<file path="config.mk">
export PLATFORM = sky130hd
export DESIGN_NAME = iaa_cell
export DESIGN_NICKNAME = d
export VERILOG_FILES = /design/src/iaa_pkg.sv /design/src/iaa_cell.sv
export SDC_FILE = /design/constraint.sdc
export NUM_CORES = 1
export LEC_CHECK = 0
export BUFFER_PORTS_ARGS = -buffer_cell sky130_fd_sc_hd__buf_4
export CORE_AREA = 2 2 570 572
export CTS_CLUSTER_SIZE = 8
export DETAILED_ROUTE_END_ITERATION = 10
export DIE_AREA = 0 0 572 574
export PLACE_DENSITY = 0.33
export SLEW_MARGIN = 15
export SYNTH_ARGS = -nofsm -noshare
export SYNTH_HDL_FRONTEND = slang
export SYNTH_SLANG_ARGS = --single-unit
</file>
<file path="constraint.sdc">
create_clock -name i_clk -period 5.5 [get_ports i_clk]
set_input_delay 0.275 -clock i_clk [delete_from_list [all_inputs] [get_ports i_clk]]
set_output_delay 0.275 -clock i_clk [all_outputs]
set_load 0.01 [all_outputs]
</file>
<file path="src/iaa_pkg.sv">
// types, codes and helper functions of the interval alu
package iaa_pkg;

    localparam int DW    = 32;
    localparam int WW    = 2 * DW + 2;
    localparam int NCELL = DW;

    typedef enum logic [1:0] {
        OP_ADD = 2'd0,
        OP_SUB = 2'd1,
        OP_MUL = 2'd2,
        OP_DIV = 2'd3
    } t_op;

    typedef enum logic [1:0] {
        ST_OK      = 2'd0,
        ST_INVALID = 2'd1,
        ST_DIVZERO = 2'd2,
        ST_SAT     = 2'd3
    } t_status;

    typedef struct packed {
        t_op                  req_type;
        logic signed [DW-1:0] a_lower;
        logic signed [DW-1:0] a_upper;
        logic signed [DW-1:0] b_lower;
        logic signed [DW-1:0] b_upper;
    } t_req;

    typedef struct packed {
        logic signed [DW-1:0] res_lower;
        logic signed [DW-1:0] res_upper;
        t_status              status;
    } t_res;

    // payload that moves through the divider cells
    typedef struct packed {
        t_op                 op;
        t_status             status;
        logic [3:0][WW-1:0]  val;
        logic [3:0][DW-1:0]  quo;
        logic [3:0][DW-1:0]  rem;
        logic [3:0][DW-1:0]  dvd;
        logic [1:0][DW-1:0]  dsr;
        logic [3:0]          neg;
    } t_pipe;

    typedef struct packed {
        t_status             status;
        logic signed [WW-1:0] lo;
        logic signed [WW-1:0] hi;
    } t_mm;

    function automatic logic signed [WW-1:0] sx(input logic signed [DW-1:0] x);
        return {{(WW-DW){x[DW-1]}}, x};
    endfunction

    function automatic logic [DW-1:0] mag(input logic signed [DW-1:0] x);
        return x[DW-1] ? DW'(-x) : DW'(x);
    endfunction

    // saturate to the data width, msb of result flags saturation
    function automatic logic [DW:0] clamp(input logic signed [WW-1:0] v);
        logic signed [WW-1:0] vmin;
        logic signed [WW-1:0] vmax;
        vmin = {{(WW-DW+1){1'b1}}, {(DW-1){1'b0}}};
        vmax = {{(WW-DW+1){1'b0}}, {(DW-1){1'b1}}};
        if (v < vmin) begin
            return {1'b1, 1'b1, {(DW-1){1'b0}}};
        end else if (v > vmax) begin
            return {1'b1, 1'b0, {(DW-1){1'b1}}};
        end
        return {1'b0, v[DW-1:0]};
    endfunction

endpackage

</file>
<file path="src/iaa_cell.sv">
// one divider cell: one restoring quotient bit for each of the four quotients
module iaa_cell
    import iaa_pkg::*;
(
    input  logic  i_clk,
    input  logic  i_rst_n,
    input  logic  i_en,
    input  logic  i_v,
    input  t_pipe i_data,
    output logic  o_v,
    output t_pipe o_data
);

    logic        r_v;
    t_pipe       r_d;
    t_pipe       n_d;
    logic [DW:0] tr [4];
    logic [DW:0] dv [4];

    always_comb begin
        n_d = i_data;
        for (int k = 0; k < 4; k++) begin
            tr[k] = {i_data.rem[k], i_data.dvd[k][DW-1]};
            dv[k] = {1'b0, i_data.dsr[k % 2]};
            if (i_data.op == OP_DIV) begin
                n_d.dvd[k] = {i_data.dvd[k][DW-2:0], 1'b0};
                if (tr[k] >= dv[k]) begin
                    n_d.rem[k] = DW'(tr[k] - dv[k]);
                    n_d.quo[k] = {i_data.quo[k][DW-2:0], 1'b1};
                end else begin
                    n_d.rem[k] = tr[k][DW-1:0];
                    n_d.quo[k] = {i_data.quo[k][DW-2:0], 1'b0};
                end
            end
        end
    end

    always_ff @(posedge i_clk) begin
        if (!i_rst_n) begin
            r_v <= 1'b0;
        end else if (i_en) begin
            r_v <= i_v;
        end
        if (i_en) begin
            r_d <= n_d;
        end
    end

    assign o_v    = r_v;
    assign o_data = r_d;

endmodule

</file>
==> results.py <==
metrics = {
    "status": {
        "status": "complete, no violations",
    },
    "clock_network": {
        "cts_buffer_depth": 4,
        "cts_made_buffers": 115,
        "htree_levels": 3,
        "clk_latency_ns": 0.80,
        "cts_sinks": 721,
        "clock-root-buffer": "clkbuf_16",
        "cts_tree": "built",
        "clk_pin_slew_ns": 0.06,
        "cts_resized": 0,
    },
    "global_routing": {
        "grt_pass1_vias": 35400,
        "grt_pass1_wl_um": 347000,
        "overflow": 0,
        "grt_max_degree": 138,
        "antenna_found_initial": 90,
        "grtUsageTotal_pct": 15.8,
    },
    "worst_setup_path": {
        "cp-start-kind": "input port",
        "arrival_ns": 5.86,
        "r2r-start": "o_v$_SDFFE_PN0P_",
        "ff2ff_setup_slack_ns": 4.35,
        "critPathRequiredTime_ns": 6.11,
        "crit_slowest_cell": "o311ai_0",
        "slowest_delay_ns": 1.12,
        "critical_path_peak_fanout": 24,
        "cp-end-kind": "register",
        "worstReg2RegEnd": "o_v$_SDFFE_PN0P_",
        "path_class": "input port to register",
        "path_cells": "dlygate4sd3_1 > buf_4 > inv_1 > ha_1 > nor2b_1 > o31a_1 > o311ai_0 > and4_1 > nor3_1 > o21ai_1 > o21ai_4 > buf_4 > o21ai_0 > o21ai_1 > dlygate4sd3_1",
        "rr_worst_depth": 3,
    },
    "logic_synthesis": {
        "synth-edff-count": 720,
        "ys_ff_latch": 721,
        "synth_top_area_share_pct": 62.9,
        "yosys.cell_types.count": 72,
        "synthAdderAreaFrac_pct": 4.89,
        "synthXorXnorAreaFrac_pct": 2.78,
        "synth_cells": 3071,
        "yosysWarnings": 0,
        "synth_area_leader_cell": "edfxtp_1",
        "synth_top_family_by_area": "simple AND/OR/NAND/NOR gates",
        "synthTopCellsByArea": "edfxtp_1, nand2_1, ha_1",
        "synthArstFlopShare_pct": 0,
        "synth_area_mm2": 0.0344,
        "synth_compound_area_share_pct": 10.1,
        "syn_nets": 3927,
        "synth_flop_cell": "edfxtp_1",
        "synth-simple-area-share_pct": 14.9,
        "synth.yosys.seq_area_share_pct": 63.0,
        "avgSynthCellArea_um2": 11.2,
        "muxShareOfSynthArea_pct": 1.75,
    },
    "timing": {
        "fin_setup_tns_ns": 0,
        "whs_ns": 0.118,
        "worst_pin_slew_ns": 1.33,
        "slew_viol_final": 0,
        "period_minus_slack_ns": 5.24,
        "max_freq_mhz": 191,
        "fin_crit_sh_pct": 95.3,
        "final.setup_skew_ns": 0,
        "finalSetupViolCount": 0,
        "max_slew_margin_pct": 10.3,
        "hold_viol_final": 0,
        "rsz0062_at_grt": "no",
    },
    "power": {
        "power.total_mw": 18.4,
        "peakVddDrop_mv": 0.301,
        "p_leak_nw": 26.5,
        "power_density_mw_per_mm2": 292,
    },
    "route": {
        "wirelength_um": 271000,
        "ant_nets": 0,
        "drc_errors": 0,
        "wl_per_cell_um": 27.5,
        "vias": 34200,
        "drt_iter0_markers": 2365,
        "avgViaCountPerCell": 3.47,
        "firstDrtPassIters": 6,
    },
    "worst_hold_path": {
        "hold_depth": 2,
        "hp-start": "i_data[550]",
        "holdPathEnd": "o_data[550]$_DFFE_PP_",
        "hp-class": "input port to register",
    },
    "final_layout": {
        "utilization_pct": 19.5,
        "fillers": 35800,
        "area_growth_pct": 83.1,
        "final_nets": 6279,
        "drive_above_1_share_pct": 29.9,
    },
    "die": {
        "ios": 1445,
        "core_area_mm2": 0.323,
        "rows": 209,
        "die_area_mm2": 0.328,
        "fp.dieW_um": 572,
        "dieHeight_um": 574,
        "start_util_pct": 10.6,
    },
    "place": {
        "gp_congestion": 0.875,
        "hpwlAfterDp_um": 225000,
        "port_buffers": 1444,
    },
    "job": {
        "maxCapViolCount": 0,
    },
}
cell usage after synthesis, drive strengths merged, types with 5 or more instances:
cell type / count
o21a: 20
xor2: 34
nor3: 22
nor2: 136
buf: 15
and4: 5
a21oi: 144
o311ai: 7
and3: 17
o31ai: 7
and2: 9
nand3: 32
a211oi: 11
a211o: 9
a21o: 85
mux2i: 60
a221oi: 5
nor4: 5
o21bai: 10
nand2b: 17
nand4: 26
edfxtp: 720
inv: 91
nand2: 965
nor2b: 12
o211ai: 7
xnor2: 75
a31oi: 40
o21ai: 167
clkbuf: 123
ha: 128
logic make-up (layout without fill, tap and decap cells):
logic type / count (synthesis) / in the layout
other: 0 / 54
and+or+nand+nor: 1264 / 1264
buffers and inverters: 229 / 2631
DFF: 721 / 721
AOI/OAI and AO/OA: 556 / 556
muxes: 60 / 60
xor gates and xnor gates: 109 / 109
adders and majority gates: 132 / 132
final cells by class:
class,count,area (um2),area share [%]
Antenna cell,54,135,0.215
Clock buffer,140,3000,4.77
Clock inverter,27,397,0.630
Inverter,91,342,0.543
Multi-Input combinational cell,2121,11900,18.8
Sequential cell,721,21600,34.4
Tap cell,4325,5410,8.60
Timing Repair Buffer,2373,20100,32.0
registers in the layout, indices dropped and copies added, names as in the netlist:
| signal | count |
|---|---|
| o_data | 720 |
| o_v | 1 |
critical path: cells and delay by family:
family	cells	cell delay (ns)
AOI/OAI and AO/OA	6	2.40
adders and majority gates	1	0.35
buffers and inverters	5	2.06
and+or+nand+nor	3	0.70
through the flow:
| step | area (um2) | worst slack (ns) | std cells |
|---|---|---|---|
| floorplan | 34400 | 2.28 | 3071 |
| global placement | 50500 | 0.640 | 8741 |
| detailed placement | 50500 | 0.609 | 8741 |
| CTS | 62800 | 0.388 | 9798 |
| global route | 62900 | 0.165 | 9832 |
| finish | 62900 | 0.259 | 9852 |
report_power, final:
part	switching, mW	internal [mW]	leakage, nW
Combinational	2.48	1.95	17.8
Clock	2.97	4.12	1.65
Sequential	0.215	6.64	7.05
routing by layer:
layer / track usage (%) / routed length [um] / up-vias
li1: - / - / 15700
met1: 17.7 / 105000 / 16900
met2: 29.5 / 141000 / 1328
met3: 4.50 / 19800 / 252
met4: 3.11 / 5510 / 36
met5: 0 / 229 / -
what timing repair did:
action,CTS,global route
endpoints found under the hold margin,741,0
setup buffers,0,0
hold buffers,890,0
cells in the final DEF, fill, tap and decap left out, drive strengths merged, types with 9 or more instances in the layout:
cell / instances
mux2i: 60
nand2: 965
nor2: 136
o21ai: 167
a21oi: 144
edfxtp: 720
a31oi: 40
and2: 9
and3: 17
o21bai: 10
a21o: 85
diode: 54
inv: 92
o21a: 20
nand4: 26
nand2b: 17
nor3: 22
nor2b: 12
clkbuf: 140
clkinv: 18
xor2: 34
buf: 1483
dlygate4sd3: 890
a211oi: 11
ha: 128
nand3: 32
xnor2: 75
a211o: 9
worst max-delay path by stage:
stage | slack (ns) | end | cells after the start | from
6_report | 0.26 | o_data[230]$_DFFE_PP_ | 15 | i_data[37]
3_3_place_gp | 0.64 | o_data[230]$_DFFE_PP_ | 13 | i_data[37]
4_1_cts | 0.39 | o_data[230]$_DFFE_PP_ | 15 | i_data[37]
5_1_grt | 0.16 | o_data[230]$_DFFE_PP_ | 15 | i_data[37]
2_1_floorplan | 2.28 | o_data[288]$_DFFE_PP_ | 14 | i_data[163]
3_5_place_dp | 0.61 | o_data[230]$_DFFE_PP_ | 13 | i_data[37]
Note: power is estimated with default switching activity, not from simulation.
