--- src/iaa_pkg.sv ---
// types, codes and helper functions of the interval alu
package iaa_pkg;

    localparam int DW    = 32;
    localparam int WW    = 2 * DW + 2;
    localparam int NCELL = DW;

    typedef enum logic [1:0] {
        OP_ADD = 2'd0,
        OP_SUB = 2'd1,
        OP_MUL = 2'd2,
        OP_DIV = 2'd3
    } t_op;

    typedef enum logic [1:0] {
        ST_OK      = 2'd0,
        ST_INVALID = 2'd1,
        ST_DIVZERO = 2'd2,
        ST_SAT     = 2'd3
    } t_status;

    typedef struct packed {
        t_op                  req_type;
        logic signed [DW-1:0] a_lower;
        logic signed [DW-1:0] a_upper;
        logic signed [DW-1:0] b_lower;
        logic signed [DW-1:0] b_upper;
    } t_req;

    typedef struct packed {
        logic signed [DW-1:0] res_lower;
        logic signed [DW-1:0] res_upper;
        t_status              status;
    } t_res;

    // payload that moves through the divider cells
    typedef struct packed {
        t_op                 op;
        t_status             status;
        logic [3:0][WW-1:0]  val;
        logic [3:0][DW-1:0]  quo;
        logic [3:0][DW-1:0]  rem;
        logic [3:0][DW-1:0]  dvd;
        logic [1:0][DW-1:0]  dsr;
        logic [3:0]          neg;
    } t_pipe;

    typedef struct packed {
        t_status             status;
        logic signed [WW-1:0] lo;
        logic signed [WW-1:0] hi;
    } t_mm;

    function automatic logic signed [WW-1:0] sx(input logic signed [DW-1:0] x);
        return {{(WW-DW){x[DW-1]}}, x};
    endfunction

    function automatic logic [DW-1:0] mag(input logic signed [DW-1:0] x);
        return x[DW-1] ? DW'(-x) : DW'(x);
    endfunction

    // saturate to the data width, msb of result flags saturation
    function automatic logic [DW:0] clamp(input logic signed [WW-1:0] v);
        logic signed [WW-1:0] vmin;
        logic signed [WW-1:0] vmax;
        vmin = {{(WW-DW+1){1'b1}}, {(DW-1){1'b0}}};
        vmax = {{(WW-DW+1){1'b0}}, {(DW-1){1'b1}}};
        if (v < vmin) begin
            return {1'b1, 1'b1, {(DW-1){1'b0}}};
        end else if (v > vmax) begin
            return {1'b1, 1'b0, {(DW-1){1'b1}}};
        end
        return {1'b0, v[DW-1:0]};
    endfunction

endpackage

--- src/iaa_back.sv ---
// exit stages: quotient signs, min and max of the corners, bump and saturation
module iaa_back
    import iaa_pkg::*;
(
    input  logic       i_clk,
    input  logic       i_rst_n,
    input  logic [2:0] i_en,
    input  logic       i_v,
    input  t_pipe      i_data,
    output logic [2:0] o_v,
    output t_res       o_res
);

    logic [2:0]           r_v;
    t_status              r_st_a;
    logic [3:0][WW-1:0]   r_val;
    logic [3:0][WW-1:0]   n_val;
    t_mm                  r_mm;
    t_mm                  n_mm;
    t_res                 r_res;
    t_res                 n_res;
    logic signed [WW-1:0] c [4];
    logic signed [WW-1:0] lo01, lo23, hi01, hi23;
    logic signed [WW-1:0] hp;
    logic [DW:0]          cl;
    logic [DW:0]          ch;

    always_comb begin
        for (int k = 0; k < 4; k++) begin
            if (i_data.op == OP_DIV) begin
                n_val[k] = i_data.neg[k] ? WW'(-{{(WW-DW){1'b0}}, i_data.quo[k]})
                                         : {{(WW-DW){1'b0}}, i_data.quo[k]};
            end else begin
                n_val[k] = i_data.val[k];
            end
        end
    end

    always_comb begin
        for (int k = 0; k < 4; k++) begin
            c[k] = $signed(r_val[k]);
        end
        lo01 = (c[1] < c[0]) ? c[1] : c[0];
        hi01 = (c[1] > c[0]) ? c[1] : c[0];
        lo23 = (c[3] < c[2]) ? c[3] : c[2];
        hi23 = (c[3] > c[2]) ? c[3] : c[2];
        n_mm.status = r_st_a;
        n_mm.lo     = (lo23 < lo01) ? lo23 : lo01;
        n_mm.hi     = (hi23 > hi01) ? hi23 : hi01;
    end

    always_comb begin
        hp = r_mm.hi + WW'(1);
        cl = clamp(r_mm.lo);
        ch = clamp(hp);
        n_res = '0;
        n_res.status = r_mm.status;
        if (r_mm.status == ST_OK) begin
            n_res.res_lower = cl[DW-1:0];
            n_res.res_upper = ch[DW-1:0];
            if (cl[DW] || ch[DW]) begin
                n_res.status = ST_SAT;
            end
        end
    end

    always_ff @(posedge i_clk) begin
        if (!i_rst_n) begin
            r_v <= '0;
        end else begin
            if (i_en[0]) r_v[0] <= i_v;
            if (i_en[1]) r_v[1] <= r_v[0];
            if (i_en[2]) r_v[2] <= r_v[1];
        end
        if (i_en[0]) begin
            r_val  <= n_val;
            r_st_a <= i_data.status;
        end
        if (i_en[1]) begin
            r_mm <= n_mm;
        end
        if (i_en[2]) begin
            r_res <= n_res;
        end
    end

    assign o_v   = r_v;
    assign o_res = r_res;

endmodule

--- config.mk ---
export PLATFORM = sky130hd
export DESIGN_NAME = iaa_back
export DESIGN_NICKNAME = d
export VERILOG_FILES = /design/src/iaa_pkg.sv /design/src/iaa_back.sv
export SDC_FILE = /design/constraint.sdc
export NUM_CORES = 1
export LEC_CHECK = 0
export BUFFER_PORTS_ARGS = -buffer_cell sky130_fd_sc_hd__buf_2
export CAP_MARGIN = 20
export CELL_PAD_IN_SITES_DETAIL_PLACEMENT = 1
export CELL_PAD_IN_SITES_GLOBAL_PLACEMENT = 2
export CORE_AREA = 2 2 309 311
export CTS_BUF_LIST = sky130_fd_sc_hd__clkbuf_4 sky130_fd_sc_hd__clkbuf_8
export CTS_CLUSTER_SIZE = 40
export DETAILED_ROUTE_END_ITERATION = 12
export DIE_AREA = 0 0 311 313
export GPL_TIMING_DRIVEN = 0
export PLACE_DENSITY_LB_ADDON = 0.12
export SLEW_MARGIN = 10
export SYNTH_ARGS = -nofsm -noshare
export SYNTH_HDL_FRONTEND = slang
export SYNTH_SLANG_ARGS = --single-unit
--- constraint.sdc ---
create_clock -name i_clk -period 13.7 [get_ports i_clk]
set_clock_uncertainty 0.05 [all_clocks]
set_input_delay 2.74 -clock i_clk [delete_from_list [all_inputs] [get_ports i_clk]]
set_output_delay 2.74 -clock i_clk [all_outputs]
set_load 0.05 [all_outputs]
==> results of run 1 <==
[metal layers]
metal  vias up  share of wire  track usage
met5         -         0.0013            0
met1     13370           0.49       0.4184
met3       178          0.076      0.06497
met4        32          0.019      0.05138
li1      13010              -            -
met2       900           0.41       0.4104
[cells in the final DEF (no fill, tap or decap), types with 7 or more instances in the layout]
cell,Yosys,layout
o21ai_1,9,9
clkbuf_1,102,101
bufinv_16,0,10
a21o_1,173,173
and3_1,20,20
a21oi_2,32,33
nor4_1,37,37
o211ai_1,7,7
a21oi_1,232,231
or4_1,27,27
nor2_1,183,183
xnor2_1,31,31
edfxtp_1,466,466
clkinv_1,0,15
xor2_1,140,140
or3_1,23,23
nand2b_1,9,9
o21a_1,33,33
and2_1,10,10
clkbuf_8,0,89
buf_2,21,492
a211oi_1,13,13
o31ai_1,32,32
diode_2,0,9
mux2i_1,274,274
nand4_1,76,76
inv_1,296,296
o21ai_0,202,202
clkbuf_4,0,22
nor3_1,33,32
o41ai_1,16,16
nand2_1,268,268
and4_1,15,15
nand3_1,48,48
clkinv_2,0,14
buf_1,13,13
nor2b_1,22,22
ha_1,273,273
[logic make-up after synthesis]
family          share of synthesized area
flops                              0.4327
buf+inv                           0.05250
mux                               0.08548
compound gates                     0.1555
simple gates                       0.1226
fa+ha+maj                          0.1052
xor+xnor                          0.04611
[per-stage QoR]
| step | power, mW | cells | util | worst slack (ns) | instance area, sq um |
|---|---|---|---|---|---|
| floorplan | 4.180 | 3238 | - | 7.510 | 32480 |
| global placement | 5.375 | 4977 | 0.3869 | 4.235 | 36440 |
| detailed placement | 5.399 | 4984 | 0.3889 | 4.217 | 36620 |
| CTS | 6.932 | 5140 | 0.4088 | 4.149 | 38500 |
| global route | 7.317 | 5141 | 0.4088 | 3.829 | 38500 |
| finish | 6.926 | 5149 | 0.4091 | 4.151 | 38520 |
[worst max-delay path: cells and delay by family, from the launching register on]
kind	cells	cell delay, ns
flops	1	0.42
simple gates	10	3.47
compound gates	5	1.01
fa+ha+maj	2	0.87
mux	2	0.86
xor+xnor	1	0.13
buf+inv	5	2.46
[how the worst max path moves through the flow]
stage	from	slack, ns	to	cells past startpoint
after floorplan	c[29]	7.51	r_mm[25]	25
after global placement	c[65]	4.23	r_mm[62]	25
after detailed placement	c[65]	4.22	r_mm[62]	25
after CTS	c[65]	4.15	r_mm[62]	25
after global routing	c[65]	3.83	r_mm[62]	25
final	c[65]	4.15	r_mm[62]	25
[power breakdown]
group          internal, mW  total (mW)  switching [mW]
logic                  1.10        3.12            2.02
registers              2.03        2.29           0.262
clock network         0.857        1.51           0.654
[layout make-up]
class,instances,area share
multi-input cells,2330,0.4346
repair buffers,481,0.06601
plain buffers,141,0.01527
inverters,298,0.02904
well taps,1265,0.04109
clock buffers,111,0.03609
clock inverters,45,0.01251
flip-flops and latches,469,0.3649
diodes,9,0.0005847
[registers in the layout, summed over array words and instances (netlist names)]
name    count
o_res      66
r_mm      134
r_st_a      2
c         264
o_v         3
==> results_dict.tcl, run 1 <==
set metrics [dict create \
    cp-start-kind "flop" \
    slowest_stage "buf_1" \
    worst-slew-pin-transition_ns 1.039 \
    netlist_instances 3238 \
    nNetsFinal 4807 \
    min_path_cells 0 \
    grt_pass1_vias 27560 \
    ys.flop_type "edfxtp_1" \
    grt_pass1_wl_um 195800 \
    clock-sinks 469 \
    netlist_top_cells_area "edfxtp_1, ha_1, mux2i_1" \
    clkLatencyLatePin_ns 0.72 \
    synthesis.area_sq_um 32480 \
    seqCellArea_sq_um 14050 \
    start_util 0.3449 \
    cts_buffers 87 \
    synth.most_common_cell "edfxtp_1" \
    timing.final.crit_period_ns 9.549 \
    dr.pass1.iters 5 \
    fin_hold_ws_ns 0.3762 \
    power.density_nw_per_um2 179.8 \
    maxSlewViolCount 0 \
    rr_startpoint "c[65]" \
    fp.dieW_um 311 \
    drcViolationCount 0 \
    grtUsageTotal 0.2792 \
    hold_start "r_st_a[0]" \
    cp.required_ns 14.09 \
    finalHoldViolCount 0 \
    via_per_inst 5.340 \
    slew-limit-headroom 0.2985 \
    worstReg2RegEnd "r_mm[62]" \
    synthTopCellsByCount "edfxtp_1, inv_1, mux2i_1" \
    place_congestion 0.8933 \
    period_share 0.6970 \
    vdd.ir_drop.worst_uv 74.72 \
    multiInputGateArea_sq_um 16740 \
    ys_seq_area_frac 0.4327 \
    cts_root_buffer "clkbuf_8" \
    synth_edf_count 466 \
    ant_nets 0 \
    critPathCaptureType "flop" \
    reg2reg_depth 25 \
    cts_setup_buffers 0 \
    gr-total-overflow 0 \
    core_sq_um 94160 \
    dieArea_sq_um 97340 \
    timing.setup.tns_ns 0 \
    syn_to_final_growth_pct 18.59 \
    dpl.hpwl_um 116100 \
    power.leakage_nw 17.54 \
    critPathMaxFanout 10 \
    hold_path_class "flop to flop" \
    wl_per_cell_um 26.90 \
    antenna_found_initial 38 \
    synth_async_sr_flop_share 0 \
    yosys_warnings 0 \
    synth_nets 4237 \
    crit_path_max_incr_delay_ns 0.79 \
    synth.distinct_cells 81 \
    avgSynthCellArea_sq_um 10.03 \
    cts_tree "built" \
    setup_violations 0 \
    ys_seq_elements 469 \
    grt_start_max_net_pins 114 \
    drt-initial-drc-count 2341 \
    portBuffers 474 \
    setup.worst_path.class "flop to flop" \
    fill_cells 10870 \
    status "completed" \
    h-tree-depth 3 \
    r2r_slack_ns 4.15 \
    grt_setup_unrepaired "false" \
    cp.arrival_ns 9.94 \
    wirelength_um 138500 \
    max_freq_ghz 0.1047 \
    row_count 113 \
    synth_top_area_share 0.4308 \
    maxCapViolCount 0 \
    cts_resized 0 \
    hold_end "r_mm[132]" \
    cts_hold_buffers 0 \
    clkTransAtPathRegs_ns 0.06 \
    drive_gt1_frac 0.1845 \
    dr_total_vias 27500 \
    synth_area_leader_cell "edfxtp_1" \
    clock_path_buffers 3 \
    dieHeight_um 313 \
    ios 795 \
]
(Power assumes the default switching activity.)
==> run 2, diff against run 1 <==
Settings changed: CORE_AREA 2 2 309 311 to default, CORE_UTILIZATION from default to 35, DIE_AREA 0 0 311 313 to default.
Clock period 13.7 ns to 9.55 ns, I/O delays scaled along.
==> run 2 against run 1 <==
Against the previous run:
- wire length fell by 0.46%
- worst setup slack got worse by 4.0 ns
- clock power rose by 36%
- critical endpoint is now r_mm[81]
- largest cell class unchanged
- largest power group unchanged
- highest routed layer unchanged
==> results_dict.tcl, run 2 (synthesis gave the netlist of run 1 again) <==
set metrics [dict create \
    dp_cells 4961 \
    grt_start_max_net_pins 106 \
    slowest_stage "clkbuf_1" \
    dpl.hpwl_um 114700 \
    nNetsFinal 4808 \
    slew-limit-headroom 0.2860 \
    row_count 111 \
    rr_startpoint "c[65]" \
    cts_setup_buffers 0 \
    core_sq_um 91800 \
    dieArea_sq_um 94030 \
    via_per_inst 5.367 \
    max_freq_ghz 0.1070 \
    reg2reg_depth 25 \
    wl_per_cell_um 26.87 \
    grt_setup_unrepaired "false" \
    clock-sinks 469 \
    drive_gt1_frac 0.1847 \
    hold_start "r_st_a[0]" \
    power.density_nw_per_um2 256.7 \
    ant_nets 0 \
    dr_total_vias 27540 \
    worstReg2RegEnd "r_mm[81]" \
    status "completed" \
    maxSlewViolCount 0 \
    h-tree-depth 3 \
    portBuffers 474 \
    largest_reg_flops 264 \
    min_path_cells 0 \
    wirelength_um 137900 \
    path_buf_inv 4 \
    clkTransAtPathRegs_ns 0.06 \
    final_common_cell "buf_2" \
    grtUsageTotal 0.2875 \
    critPathMaxFanout 10 \
    cts_root_buffer "clkbuf_8" \
    maxCapViolCount 0 \
    drcViolationCount 0 \
    start_util 0.3538 \
    finalHoldViolCount 0 \
    clock_path_buffers 3 \
    hold_path_class "flop to flop" \
    cts_tree "built" \
    dieHeight_um 306.6 \
    cp.required_ns 9.96 \
    drt-initial-drc-count 2314 \
    r2r_slack_ns 0.20 \
    setup.worst_path.class "flop to flop" \
    antenna_found_initial 30 \
    crit_path_max_incr_delay_ns 0.84 \
    worst-slew-pin-transition_ns 1.071 \
    syn_to_final_growth_pct 18.25 \
    ios 795 \
    fin_cells 5132 \
    gr-total-overflow 0 \
    cts_buffers 89 \
    final_cell_mix "buf_2, edfxtp_1, inv_1" \
    clkLatencyLatePin_ns 0.77 \
    vdd.ir_drop.worst_uv 121.0 \
    timing.final.crit_period_ns 9.349 \
    cp_common_cell "a21oi_1" \
    place_congestion 0.9202 \
    power.leakage_nw 17.49 \
    hold_end "r_mm[132]" \
    period_share 0.9790 \
    critPathCaptureType "flop" \
    grt_pass1_vias 27500 \
    cp_top_family "simple AND/OR/NAND/NOR gates" \
    power_mw 9.859 \
    setup_violations 0 \
    fp.dieW_um 306.6 \
    cp-start-kind "flop" \
    grt_pass1_wl_um 193800 \
    dr.pass1.iters 5 \
    cp.arrival_ns 9.76 \
    fin_hold_ws_ns 0.3811 \
]
-- run 2: cell count changes in the layout (fill, tap and decap cells not counted), moves of 2 or more --
cell,change
clkinv_1,+8
inv_8,-2
clkinvlp_4,+6
inv_6,-2
clkdlybuf4s15_1,+2
buf_1,-4
clkbuf_2,+3
bufinv_16,-5
clkbuf_1,-2
clkbuf_8,+2
-- run 2: power by group --
part           switching, mW  internal (mW)  total [mW]
clock network          0.944           1.11        2.06
registers              0.383           2.92        3.30
logic                   2.92           1.58        4.50
-- run 2: area by class of cell --
| cell class | count | area (sq um) |
|---|---|---|
| Antenna cell | 8 | 20.02 |
| Buffer | 141 | 611.8 |
| Clock buffer | 114 | 1425 |
| Clock inverter | 49 | 361.6 |
| Fill cell | 10590 | 53390 |
| Inverter | 298 | 1119 |
| Multi-Input combinational cell | 2330 | 16740 |
| Sequential cell | 469 | 14050 |
| Tap cell | 1243 | 1555 |
| Timing Repair Buffer | 480 | 2524 |
-- run 2: how the worst max path moves through the flow --
stage	from	endpoint	slack (ns)	cells after the start
2_1_floorplan	c[29]	r_mm[25]	3.36	25
3_3_place_gp	c[65]	r_mm[60]	0.09	25
3_5_place_dp	c[65]	r_mm[60]	-0.04	25
4_1_cts	c[65]	r_mm[60]	0.18	25
5_1_grt	c[65]	r_mm[78]	0.02	25
6_report	c[65]	r_mm[81]	0.20	25
-- run 2: repair_timing --
item                                    in CTS  in global routing
hold buffers                                 0                  0
endpoints found under the setup margin       6                 16
hold endpoints to repair                     0                  0
cloned                                       0                  0
gates resized for setup                      2                  8
-- run 2: stage by stage --
stage	worst slack, ns	TNS [ns]	instance area [sq um]	util
after floorplan	3.360	0	32480	-
after global placement	0.08677	0	36410	0.3966
after detailed placement	-0.04143	-0.04143	36580	0.3984
after CTS	0.1834	0	38370	0.4180
after global routing	0.01933	0	38400	0.4183
final	0.2007	0	38410	0.4184
-- run 2: routing by layer --
| layer | vias up | GRT usage | routed length (um) |
|---|---|---|---|
| met1 | 13440 | 0.4342 | 68450 |
| met5 | - | 0 | 104 |
| met4 | 16 | 0.05756 | 2481 |
| met3 | 163 | 0.05555 | 9831 |
| li1 | 13010 | - | - |
| met2 | 921 | 0.4226 | 57010 |
